===== src/sv/sbct_pkg.sv =====
// Shared types and constants for the swept box contact time core.
// No dependencies.
`default_nettype none
package sbct_pkg;
    localparam int CoordW = 24;
    localparam int GapW   = 25;
    localparam int TimeW  = 17;
    localparam int SqW    = 36;
    localparam int QuotW  = 18;                  // quotient bits developed (covers saturation)
    localparam int RemW   = 25;                  // remainder bits; divisor up to 2^23
    localparam logic [TimeW-1:0] TimeMax = 17'h1FFFF;
    localparam logic [TimeW-1:0] TimeOne = 17'h10000;
    localparam int NumAxes = 3;

    localparam logic [1:0] RegVelX = 2'd0;
    localparam logic [1:0] RegVelY = 2'd1;
    localparam logic [1:0] RegVelZ = 2'd2;

    // Per-axis divide state handed from cell to cell.
    typedef struct packed {
        logic [RemW-1:0]  rem;       // partial remainder
        logic [GapW-1:0]  num;       // dividend bits not yet shifted in (msb first)
        logic [CoordW-1:0] den;      // |velocity|
        logic [QuotW-1:0] quo;
        logic             force_en;  // overlap, zero velocity or saturation
        logic [TimeW-1:0] force_val;
    } t_axis;

    typedef struct packed {
        logic              vld;
        t_axis [NumAxes-1:0] ax;
    } t_cell;
endpackage
`default_nettype wire


===== src/sv/sbct_finish.sv =====
// Saturation, reach flag and square sum after the divide chain, two stages.
// Depends on sbct_pkg.
`default_nettype none
module sbct_finish (
    input  wire logic                      i_clk,
    input  wire logic                      i_rst_n,
    input  wire logic                      i_adv,
    input  sbct_pkg::t_cell                i_d,
    output logic                           o_vld,
    output logic [sbct_pkg::TimeW-1:0]     o_time_x,
    output logic [sbct_pkg::TimeW-1:0]     o_time_y,
    output logic [sbct_pkg::TimeW-1:0]     o_time_z,
    output logic                           o_reachable,
    output logic [sbct_pkg::SqW-1:0]       o_time_sq_sum
);
    import sbct_pkg::*;

    logic [TimeW-1:0] n_t [NumAxes];
    logic [TimeW-1:0] r_t [NumAxes];
    logic [2*TimeW-1:0] r_sq [NumAxes];
    logic [TimeW-1:0] r_o [NumAxes];
    logic r_v1, r_v2, r_ok;
    logic [SqW-1:0] r_sum;

    always_comb begin
        for (int a = 0; a < NumAxes; a++) begin
            if (i_d.ax[a].force_en) begin
                n_t[a] = i_d.ax[a].force_val;
            end else if (i_d.ax[a].quo[QuotW-1]) begin
                n_t[a] = TimeMax;
            end else begin
                n_t[a] = i_d.ax[a].quo[TimeW-1:0];
            end
        end
    end

    always_ff @(posedge i_clk) begin
        if (!i_rst_n) begin
            r_v1 <= 1'b0;
            r_v2 <= 1'b0;
        end else if (i_adv) begin
            r_v1 <= i_d.vld;
            r_v2 <= r_v1;
        end
        if (i_adv) begin
            for (int a = 0; a < NumAxes; a++) begin
                r_t[a]  <= n_t[a];
                r_sq[a] <= n_t[a] * n_t[a];
                r_o[a]  <= r_t[a];
            end
            r_ok  <= (r_t[0] <= TimeOne) && (r_t[1] <= TimeOne) && (r_t[2] <= TimeOne);
            r_sum <= SqW'({2'b0, r_sq[0]}) + SqW'({2'b0, r_sq[1]}) + SqW'({2'b0, r_sq[2]});
        end
    end

    assign o_vld         = r_v2;
    assign o_time_x      = r_o[0];
    assign o_time_y      = r_o[1];
    assign o_time_z      = r_o[2];
    assign o_reachable   = r_ok;
    assign o_time_sq_sum = r_sum;
endmodule
`default_nettype wire


===== config.mk =====
export PLATFORM = sky130hd
export DESIGN_NAME = sbct_finish
export DESIGN_NICKNAME = d
export VERILOG_FILES = /design/src/sv/sbct_pkg.sv /design/src/sv/sbct_finish.sv
export SDC_FILE = /design/constraint.sdc
export NUM_CORES = 2
export LEC_CHECK = 0
export BUFFER_PORTS_ARGS = -buffer_cell sky130_fd_sc_hd__buf_4
export CORE_UTILIZATION = 52
export CTS_CLUSTER_DIAMETER = 100
export DETAILED_ROUTE_END_ITERATION = 7
export PLACE_DENSITY = 0.73
export SETUP_SLACK_MARGIN = 0.15
export SLEW_MARGIN = 20
export SYNTH_ARGS = -nofsm -noshare
export SYNTH_HDL_FRONTEND = slang
export SYNTH_SLANG_ARGS = --single-unit

===== constraint.sdc =====
create_clock -name i_clk -period 15.8 [get_ports i_clk]
set_clock_uncertainty 0.2 [all_clocks]
set_input_delay 1.58 -clock i_clk [delete_from_list [all_inputs] [get_ports i_clk]]
set_output_delay 1.58 -clock i_clk [all_outputs]
set_load 0.03 [all_outputs]

==> flow_metrics.env <==
export IMPL_cts_root_buf="clkbuf_16"
export IMPL_max_cap_viol_count=0
export IMPL_overflow=0
export IMPL_antenna_found_initial=3
export IMPL_synth_warnings=0
export IMPL_drive_gt1_frac=0.0817
export IMPL_cts_sinks=237
export IMPL_startpoint_type="input pin"
export IMPL_period_minus_slack_ns=9.00
export IMPL_cts_resized=0
export IMPL_final_nets=4920
export IMPL_max_slew_margin=0.323
export IMPL_grt_max_degree=97
export IMPL_pre_cts_slack_ns=6.32
export IMPL_critPathKind="in -> reg"
export IMPL_cts_hold_buf=0
export IMPL_tightest_slew_ns=1.01
export IMPL_io_pin_count=423
export IMPL_endpoint_kind="register"
export IMPL_start_util=0.530
export IMPL_worstPathRequired_ns=15.92
export IMPL_clockBufferDepth=3
export IMPL_cts_tree="built"
export IMPL_final_setup_viol_count=0
export IMPL_syn_area_um2=34300
export IMPL_finalCritPeriodShare=0.570
export IMPL_fp_row_count=93
export IMPL_rsz0062_at_grt="no"
export IMPL_synth_main_ff_cell="edfxtp_1"
export IMPL_cp_data_arrival_time_ns=9.12
export IMPL_insertion_delay_ns=0.60
export IMPL_slew_viol_final=0
export IMPL_portBuffers=200
export IMPL_dr_pass1_iters=8
export IMPL_layout_commonest_cell="inv_1"
export IMPL_vias_per_cell=5.36
export IMPL_synth_edf_count=235
export IMPL_syn_avg_cell_area_um2=9.91
export IMPL_status="finished, final reports clean"
export IMPL_cp_max_fo=16
export IMPL_setup_ws_ns=6.80
export IMPL_cts_buffers=28
export IMPL_drtIter0Drc=1675
export IMPL_syn_to_final_growth_pct=10.1
export IMPL_avgRoutedWirePerCell_um=17.3
export IMPL_die_x_um=259
export IMPL_holdCritPathClass="reg -> reg"
export IMPL_vias=24200
export IMPL_die_area_um2=67100
export IMPL_synth_distinct_cells=72
export IMPL_seq_area_frac_synth=0.207
export IMPL_clkTransAtPathRegs_ns=0.07
export IMPL_antenna_cells=0
export IMPL_die_h_um=259
export IMPL_final_hold_viol_count=0
export IMPL_grt_pass1_wl_mm=128
export IMPL_cts_max_level=1
export IMPL_first_global_vias=25500
export IMPL_coreArea_um2=64800
export IMPL_critPathSlowestCell="o22ai_1"
export IMPL_async_reset_ff_frac=0
export IMPL_place_hpwl_mm=64.6
export IMPL_synth_cells=3466
export IMPL_slowest_delay_ns=0.86
export IMPL_postCtsSetupRepairBufs=0
export IMPL_gp_congestion=0.891
export IMPL_ant_nets=0
export IMPL_crit_buf_inv=8
export IMPL_drt_total_wl_mm=78.0
export IMPL_max_freq_ghz=0.111
export IMPL_grt_total_usage=0.242
export IMPL_final_cell_mix="854 x inv_1, 604 x fa_1, 345 x ha_1"
export IMPL_ys_ff_latch=237
export IMPL_crit_family="adder cells"
export IMPL_drc=0
export IMPL_finalSetupTns_ns=0
==> metal layers <==
metal | vias up | track usage | share of wire
li1 | 11200 | - | -
met1 | 12100 | 0.322 | 0.41
met2 | 780 | 0.408 | 0.49
met3 | 152 | 0.0418 | 0.074
met4 | 2 | 0.0694 | 0.029
met5 | - | 0 | 0.00017
==> synthesized netlist by cell type (all sizes together), types with 20 or more instances <==
| cell type | n | area share |
|---|---|---|
| edfxtp | 235 | 0.21 |
| nand2 | 313 | 0.034 |
| nand3 | 20 | 0.0029 |
| xor2 | 42 | 0.011 |
| o22ai | 33 | 0.0066 |
| o21ai | 74 | 0.011 |
| a21oi | 131 | 0.019 |
| a21o | 73 | 0.016 |
| ha | 345 | 0.13 |
| inv | 857 | 0.094 |
| clkbuf | 86 | 0.0094 |
| nor2 | 281 | 0.031 |
| xnor2 | 94 | 0.024 |
| fa | 604 | 0.35 |
==> sequential cells by signal (all words and copies together), names as in the netlist <==
name	cells
o_time_sq_sum	36
r_t	51
o_reachable	1
r_v1	1
o_vld	1
r_sq	96
r_o	51
==> worst register-to-register path, cell delays in order, from the launching register on <==
cell and delay [ns]:
edfxtp_1 0.41, fa_1 0.49, ha_1 0.38, a21oi_1 0.33
nand2_1 0.11, o21ai_0 0.33, nor4_1 0.13, o31ai_1 0.48
o21ai_0 0.23, a21oi_1 0.22, xnor2_1 0.28
==> cell type report <==
cell class                 count  area, µm²
clock buffer                  30        708
clock inverter                22        298
fill                        5475      27000
inverter                     874       3280
multi-input combinational   2267      23600
sequential                   237       7100
tap                          855       1070
timing repair buffer         229       1730
==> cell families after synthesis <==
kind of cell	after synthesis	synth area share
buf+inv	964	0.105
fa+ha+maj	949	0.478
simple gates	718	0.0869
compound gates	458	0.0875
flops	237	0.207
xor+xnor	136	0.0347
mux	3	0.000911
other cells	1	0.000109
==> per-stage QoR <==
step	hold WS [ns]	cells	instance area [µm²]	util
floorplan	0.225	3468	34300	-
global placement	0.232	4462	36800	0.568
detailed placement	0.235	4462	36800	0.568
CTS	0.249	4514	37800	0.583
global route	0.253	4514	37800	0.583
finish	0.244	4514	37800	0.583
==> final timing paths <==
| path | slack, ns | from | to | depth (start not counted) |
|---|---|---|---|---|
| setup reg to reg | 11.95 | r_sq[0][7] | o_time_sq_sum[28] | 10 |
| hold / removal | 0.24 | r_t[0][46] | r_o[0][46] | 0 |
| setup / recovery | 6.80 | i_d[127] | r_sq[0][62] | 25 |
| hold reg to reg | 0.24 | r_t[0][46] | r_o[0][46] | 0 |
Power is left out: the tool's default activity adds up to more than one toggle a clock period on the data nets, which glitch-free logic cannot reach.
