`config.mk`:
```
export PLATFORM = sky130hd
export DESIGN_NAME = sbct_cell
export DESIGN_NICKNAME = d
export VERILOG_FILES = /design/src/sv/sbct_pkg.sv /design/src/sv/sbct_cell.sv
export SDC_FILE = /design/constraint.sdc
export NUM_CORES = 1
export LEC_CHECK = 0
export ABC_AREA = 1
export BUFFER_PORTS_ARGS = -buffer_cell sky130_fd_sc_hd__buf_2
export CORE_AREA = 2 2 260 262
export CTS_CLUSTER_DIAMETER = 100
export DETAILED_ROUTE_END_ITERATION = 10
export DIE_AREA = 0 0 262 264
export SLEW_MARGIN = 20
export SYNTH_ARGS = -nofsm -noshare
export SYNTH_HDL_FRONTEND = slang
export SYNTH_SLANG_ARGS = --single-unit
```
`constraint.sdc`:
```
create_clock -name i_clk -period 2.65 [get_ports i_clk]
set_input_delay 0.3975 -clock i_clk [delete_from_list [all_inputs] [get_ports i_clk]]
set_output_delay 0.3975 -clock i_clk [all_outputs]
set_load 0.02 [all_outputs]
```
`src/sv/sbct_pkg.sv`:
```
// Shared types and constants for the swept box contact time core.
// No dependencies.
`default_nettype none
package sbct_pkg;
    localparam int CoordW = 24;
    localparam int GapW   = 25;
    localparam int TimeW  = 17;
    localparam int SqW    = 36;
    localparam int QuotW  = 18;                  // quotient bits developed (covers saturation)
    localparam int RemW   = 25;                  // remainder bits; divisor up to 2^23
    localparam logic [TimeW-1:0] TimeMax = 17'h1FFFF;
    localparam logic [TimeW-1:0] TimeOne = 17'h10000;
    localparam int NumAxes = 3;

    localparam logic [1:0] RegVelX = 2'd0;
    localparam logic [1:0] RegVelY = 2'd1;
    localparam logic [1:0] RegVelZ = 2'd2;

    // Per-axis divide state handed from cell to cell.
    typedef struct packed {
        logic [RemW-1:0]  rem;       // partial remainder
        logic [GapW-1:0]  num;       // dividend bits not yet shifted in (msb first)
        logic [CoordW-1:0] den;      // |velocity|
        logic [QuotW-1:0] quo;
        logic             force_en;  // overlap, zero velocity or saturation
        logic [TimeW-1:0] force_val;
    } t_axis;

    typedef struct packed {
        logic              vld;
        t_axis [NumAxes-1:0] ax;
    } t_cell;
endpackage
`default_nettype wire

```
`src/sv/sbct_cell.sv`:
```
// One restoring-division cell: one quotient bit for each axis per cycle while i_adv is high.
// Depends on sbct_pkg.
`default_nettype none
module sbct_cell (
    input  wire logic           i_clk,
    input  wire logic           i_rst_n,
    input  wire logic           i_adv,
    input  sbct_pkg::t_cell     i_d,
    output sbct_pkg::t_cell     o_q
);
    import sbct_pkg::*;

    t_cell n_c;
    t_cell r_c;

    always_comb begin
        logic [RemW:0] sh;
        logic [RemW:0] df;
        n_c = i_d;
        for (int a = 0; a < NumAxes; a++) begin
            sh = {i_d.ax[a].rem, i_d.ax[a].num[GapW-1]};
            df = sh - {{(RemW+1-CoordW){1'b0}}, i_d.ax[a].den};
            n_c.ax[a].num = {i_d.ax[a].num[GapW-2:0], 1'b0};
            if (!df[RemW]) begin
                n_c.ax[a].rem = df[RemW-1:0];
                n_c.ax[a].quo = {i_d.ax[a].quo[QuotW-2:0], 1'b1};
            end else begin
                n_c.ax[a].rem = sh[RemW-1:0];
                n_c.ax[a].quo = {i_d.ax[a].quo[QuotW-2:0], 1'b0};
            end
        end
    end

    always_ff @(posedge i_clk) begin
        if (!i_rst_n) begin
            r_c.vld <= 1'b0;
        end else if (i_adv) begin
            r_c.vld <= n_c.vld;
        end
        if (i_adv) begin
            r_c.ax <= n_c.ax;
        end
    end

    assign o_q = r_c;
endmodule
`default_nettype wire

```
==> out/metrics.cfg <==
[run_status]
status=completed

[yosys]
synthArstFlopShare=0
synth_cells=1839
yosysUniqueCellTypes=36
synthesis.area_mm2=0.0172
synth.ff_latch_count=328
synthFlopType=edfxtp_1
yosysWarningCount=0
synth_area_leader_cell=edfxtp_1
syn_area_per_cell_um2=9.34
seq_area_frac_synth=0.573
synth_edf_count=327
netlist.area_leader.share=0.572
synthTopCellsByArea=edfxtp_1 (57%), nand2_1 (13%), inv_1 (7.5%), nand3_1 (5.5%), ha_1 (5.2%)

[power_and_ir_drop]
p_int_mw=10.6
irDropWorstVdd_v=0.000430
netSwitchingPower_mw=4.49
p_clk_frac=0.343
power_leakage_nw=12.2
powerDensity_mw_per_mm2=616
p_sw_frac=0.298
p_seq_frac=0.425
p_comb_frac=0.232

[global_routing]
antenna_found_initial=7
grt_use_total=0.162
grt_pass1_wl_um=85700
grt_max_degree=86
grt_pass1_vias=15300
gr-total-overflow=0

[clock_tree]
path_clk_slew_ns=0.06
tritoncts=built
htree_levels=2
cts_setup_buffers=0
clk_root_buffer_cell=clkbuf_16
clk_latency_ns=0.54
cts_buffer_depth=3
cts_made_buffers=37
cts_num_sinks=328

[route]
vias=15400
dr.pass1.iters=6
vias_per_cell=4.27
drtAntennaViolNets=0
routed_wl_um=58300
drc=0
drtIter0Drc=1080
wl_per_cell_um=16.2

[timing]
maxClockFrequency_ghz=0.416
finalSetupViolations=0
finalCritPeriodShare=0.907
finalHoldViolations=0
worst_slack_ns=0.247
rsz0062_at_grt=no
maxSlewViolCount=0
fin_setup_tns_ns=0
clock_skew_ns=0
hold_ws_ns=0.0333
min_period_ns=2.40

[setup_path]
worstSetupEndpointType=register
reg2reg_from=o_q[330]
r2r-end=o_q[330]
crit_path_max_fanout=12
critPathKind=primary input to register
rrSetupSlack_ns=2.02
r2r_cells=2
cp.required_ns=2.95
arrival_ns=2.70
start_kind=primary input

[finish]
fin_area_mm2=0.0245
largest_reg_flops=328
finalNetCount=3109
area_delta_synth_final_pct=42.5
drive_gt1_frac=0.300

[floorplan]
num_rows=95
die_w_um=262
fp.coreArea_mm2=0.0666
boundaryPins=665
dieHeight_um=264
start_util=0.258
die-area_mm2=0.0692

[hold_path]
whs_endpoint=o_q[125]
worstHoldPathCells=1
hp-start=i_d[125]
hold_class=primary input to register

[placement]
dp_hpwl_um=46500
io_buffer_count=658
dp_slack_ns=0.173
routabilityCongestion=0.916
placed_area_mm2=0.0218

[flow_run]
maxCapViolations=0

repair_timing:
action | CTS | global route
hold buffers | 149 | 1
hold endpoints to repair | 149 | 1
gates resized for setup | 0 | 1
endpoints found under the setup margin | 0 | 1
cell type report:
type | count | area, um2
antenna | 3 | 7.51
clock buffer | 46 | 1000
clock inverter | 19 | 199
fill | 6757 | 42100
inverter | 348 | 1310
multi-input combinational | 1141 | 5860
sequential | 328 | 9840
tap | 873 | 1090
timing repair buffer | 844 | 5170
per-stage QoR:
stage          power (mW)   util  instances
2_1_floorplan        8.47      -       1841
3_3_place_gp         9.81  0.327       3384
3_5_place_dp         9.83  0.327       3384
4_1_cts              15.3  0.367       3598
5_1_grt              15.8  0.368       3601
6_report             15.1  0.368       3602
power by group through the flow:
stage / logic, mW / registers [mW] / clock network [mW]
final: 3.49 / 6.42 / 5.18
after global routing: 3.83 / 6.46 / 5.51
after CTS: 3.51 / 6.42 / 5.34
after detailed placement: 3.31 / 6.52 / 0
after global placement: 3.30 / 6.51 / 0
after floorplan: 1.32 / 7.15 / 0
cells in the final DEF (no fill, tap or decap), types with 4 or more instances in the layout:
| master | netlist | routed |
|---|---|---|
| nand3_2 | 5 | 5 |
| nor2_4 | 5 | 5 |
| nand4_1 | 24 | 24 |
| nand2_2 | 28 | 28 |
| nand2_1 | 610 | 610 |
| nor2_1 | 79 | 78 |
| nor2_2 | 9 | 10 |
| nand3_1 | 188 | 188 |
| buf_2 | 11 | 657 |
| o21bai_1 | 4 | 4 |
| nand3b_1 | 6 | 6 |
| nor3_1 | 7 | 7 |
| ha_1 | 72 | 72 |
| bufinv_16 | 0 | 4 |
| clkinv_1 | 1 | 9 |
| a21oi_1 | 34 | 34 |
| dlygate4sd3_1 | 0 | 150 |
| buf_4 | 10 | 28 |
| a21oi_2 | 6 | 6 |
| buf_12 | 2 | 8 |
| nand2_4 | 9 | 9 |
| nand3_4 | 4 | 4 |
| clkinvlp_4 | 0 | 4 |
| inv_1 | 345 | 345 |
| edfxtp_1 | 327 | 327 |
| clkbuf_16 | 0 | 39 |
| xor2_1 | 24 | 24 |
| clkbuf_1 | 0 | 7 |
worst max path at each step:
stage          startpoint        to  cells past startpoint
6_report          i_d[54]   o_q[89]                     13
5_1_grt           i_d[52]   o_q[89]                     13
4_1_cts           i_d[54]   o_q[89]                     13
3_5_place_dp      i_d[56]   o_q[89]                     12
3_3_place_gp     i_d[276]  o_q[306]                     12
2_1_floorplan    i_d[158]  o_q[198]                     13
Yosys cell counts, types with 2 or more instances:
library cell,number
buf_12,2
or2_1,3
nor4_1,2
inv_1,345
nand2_4,9
nand4_1,24
nor2_4,5
nand2_2,28
ha_1,72
nand3b_1,6
or2_2,3
nand2_1,610
a21oi_1,34
buf_2,11
nor3_2,3
xor2_1,24
nand3_2,5
inv_2,2
xnor2_1,3
a21oi_2,6
buf_4,10
a21o_1,3
edfxtp_1,327
nor2_2,9
fa_1,3
nand3_4,4
nor3_1,7
nor2_1,79
and2_1,3
nand3_1,188
o21bai_1,4
critical path, cell delays in order:
cell and delay [ns]:
dlygate4sd3_1 0.51, buf_2 0.10, inv_1 0.05, ha_1 0.37, nand2_1 0.13, nor2_2 0.17, nand2_1 0.14, inv_1 0.11
nand2_1 0.07, nand3_2 0.10, nand2_1 0.27, nand3_1 0.19, nand2_1 0.07
per-layer routing:
layer,vias to the layer above,track usage,share of wire
met3,132,0.0350,0.073
met5,-,0,0.00082
met1,6975,0.193,0.41
met2,594,0.280,0.48
li1,7659,-,-
met4,8,0.0657,0.039
kinds of logic (layout without fill, tap and decap cells):
logic type,Yosys count,count (layout),share of synthesized area
AOI/OAI and AO/OA,48,48,0.0163
xor gates and xnor gates,27,27,0.0138
adders and majority gates,75,75,0.0560
buffers and inverters,372,1257,0.0866
DFF,328,328,0.573
other,1,6,0.000218
and+or+nand+nor,988,988,0.254
(Power assumes the default switching activity.)
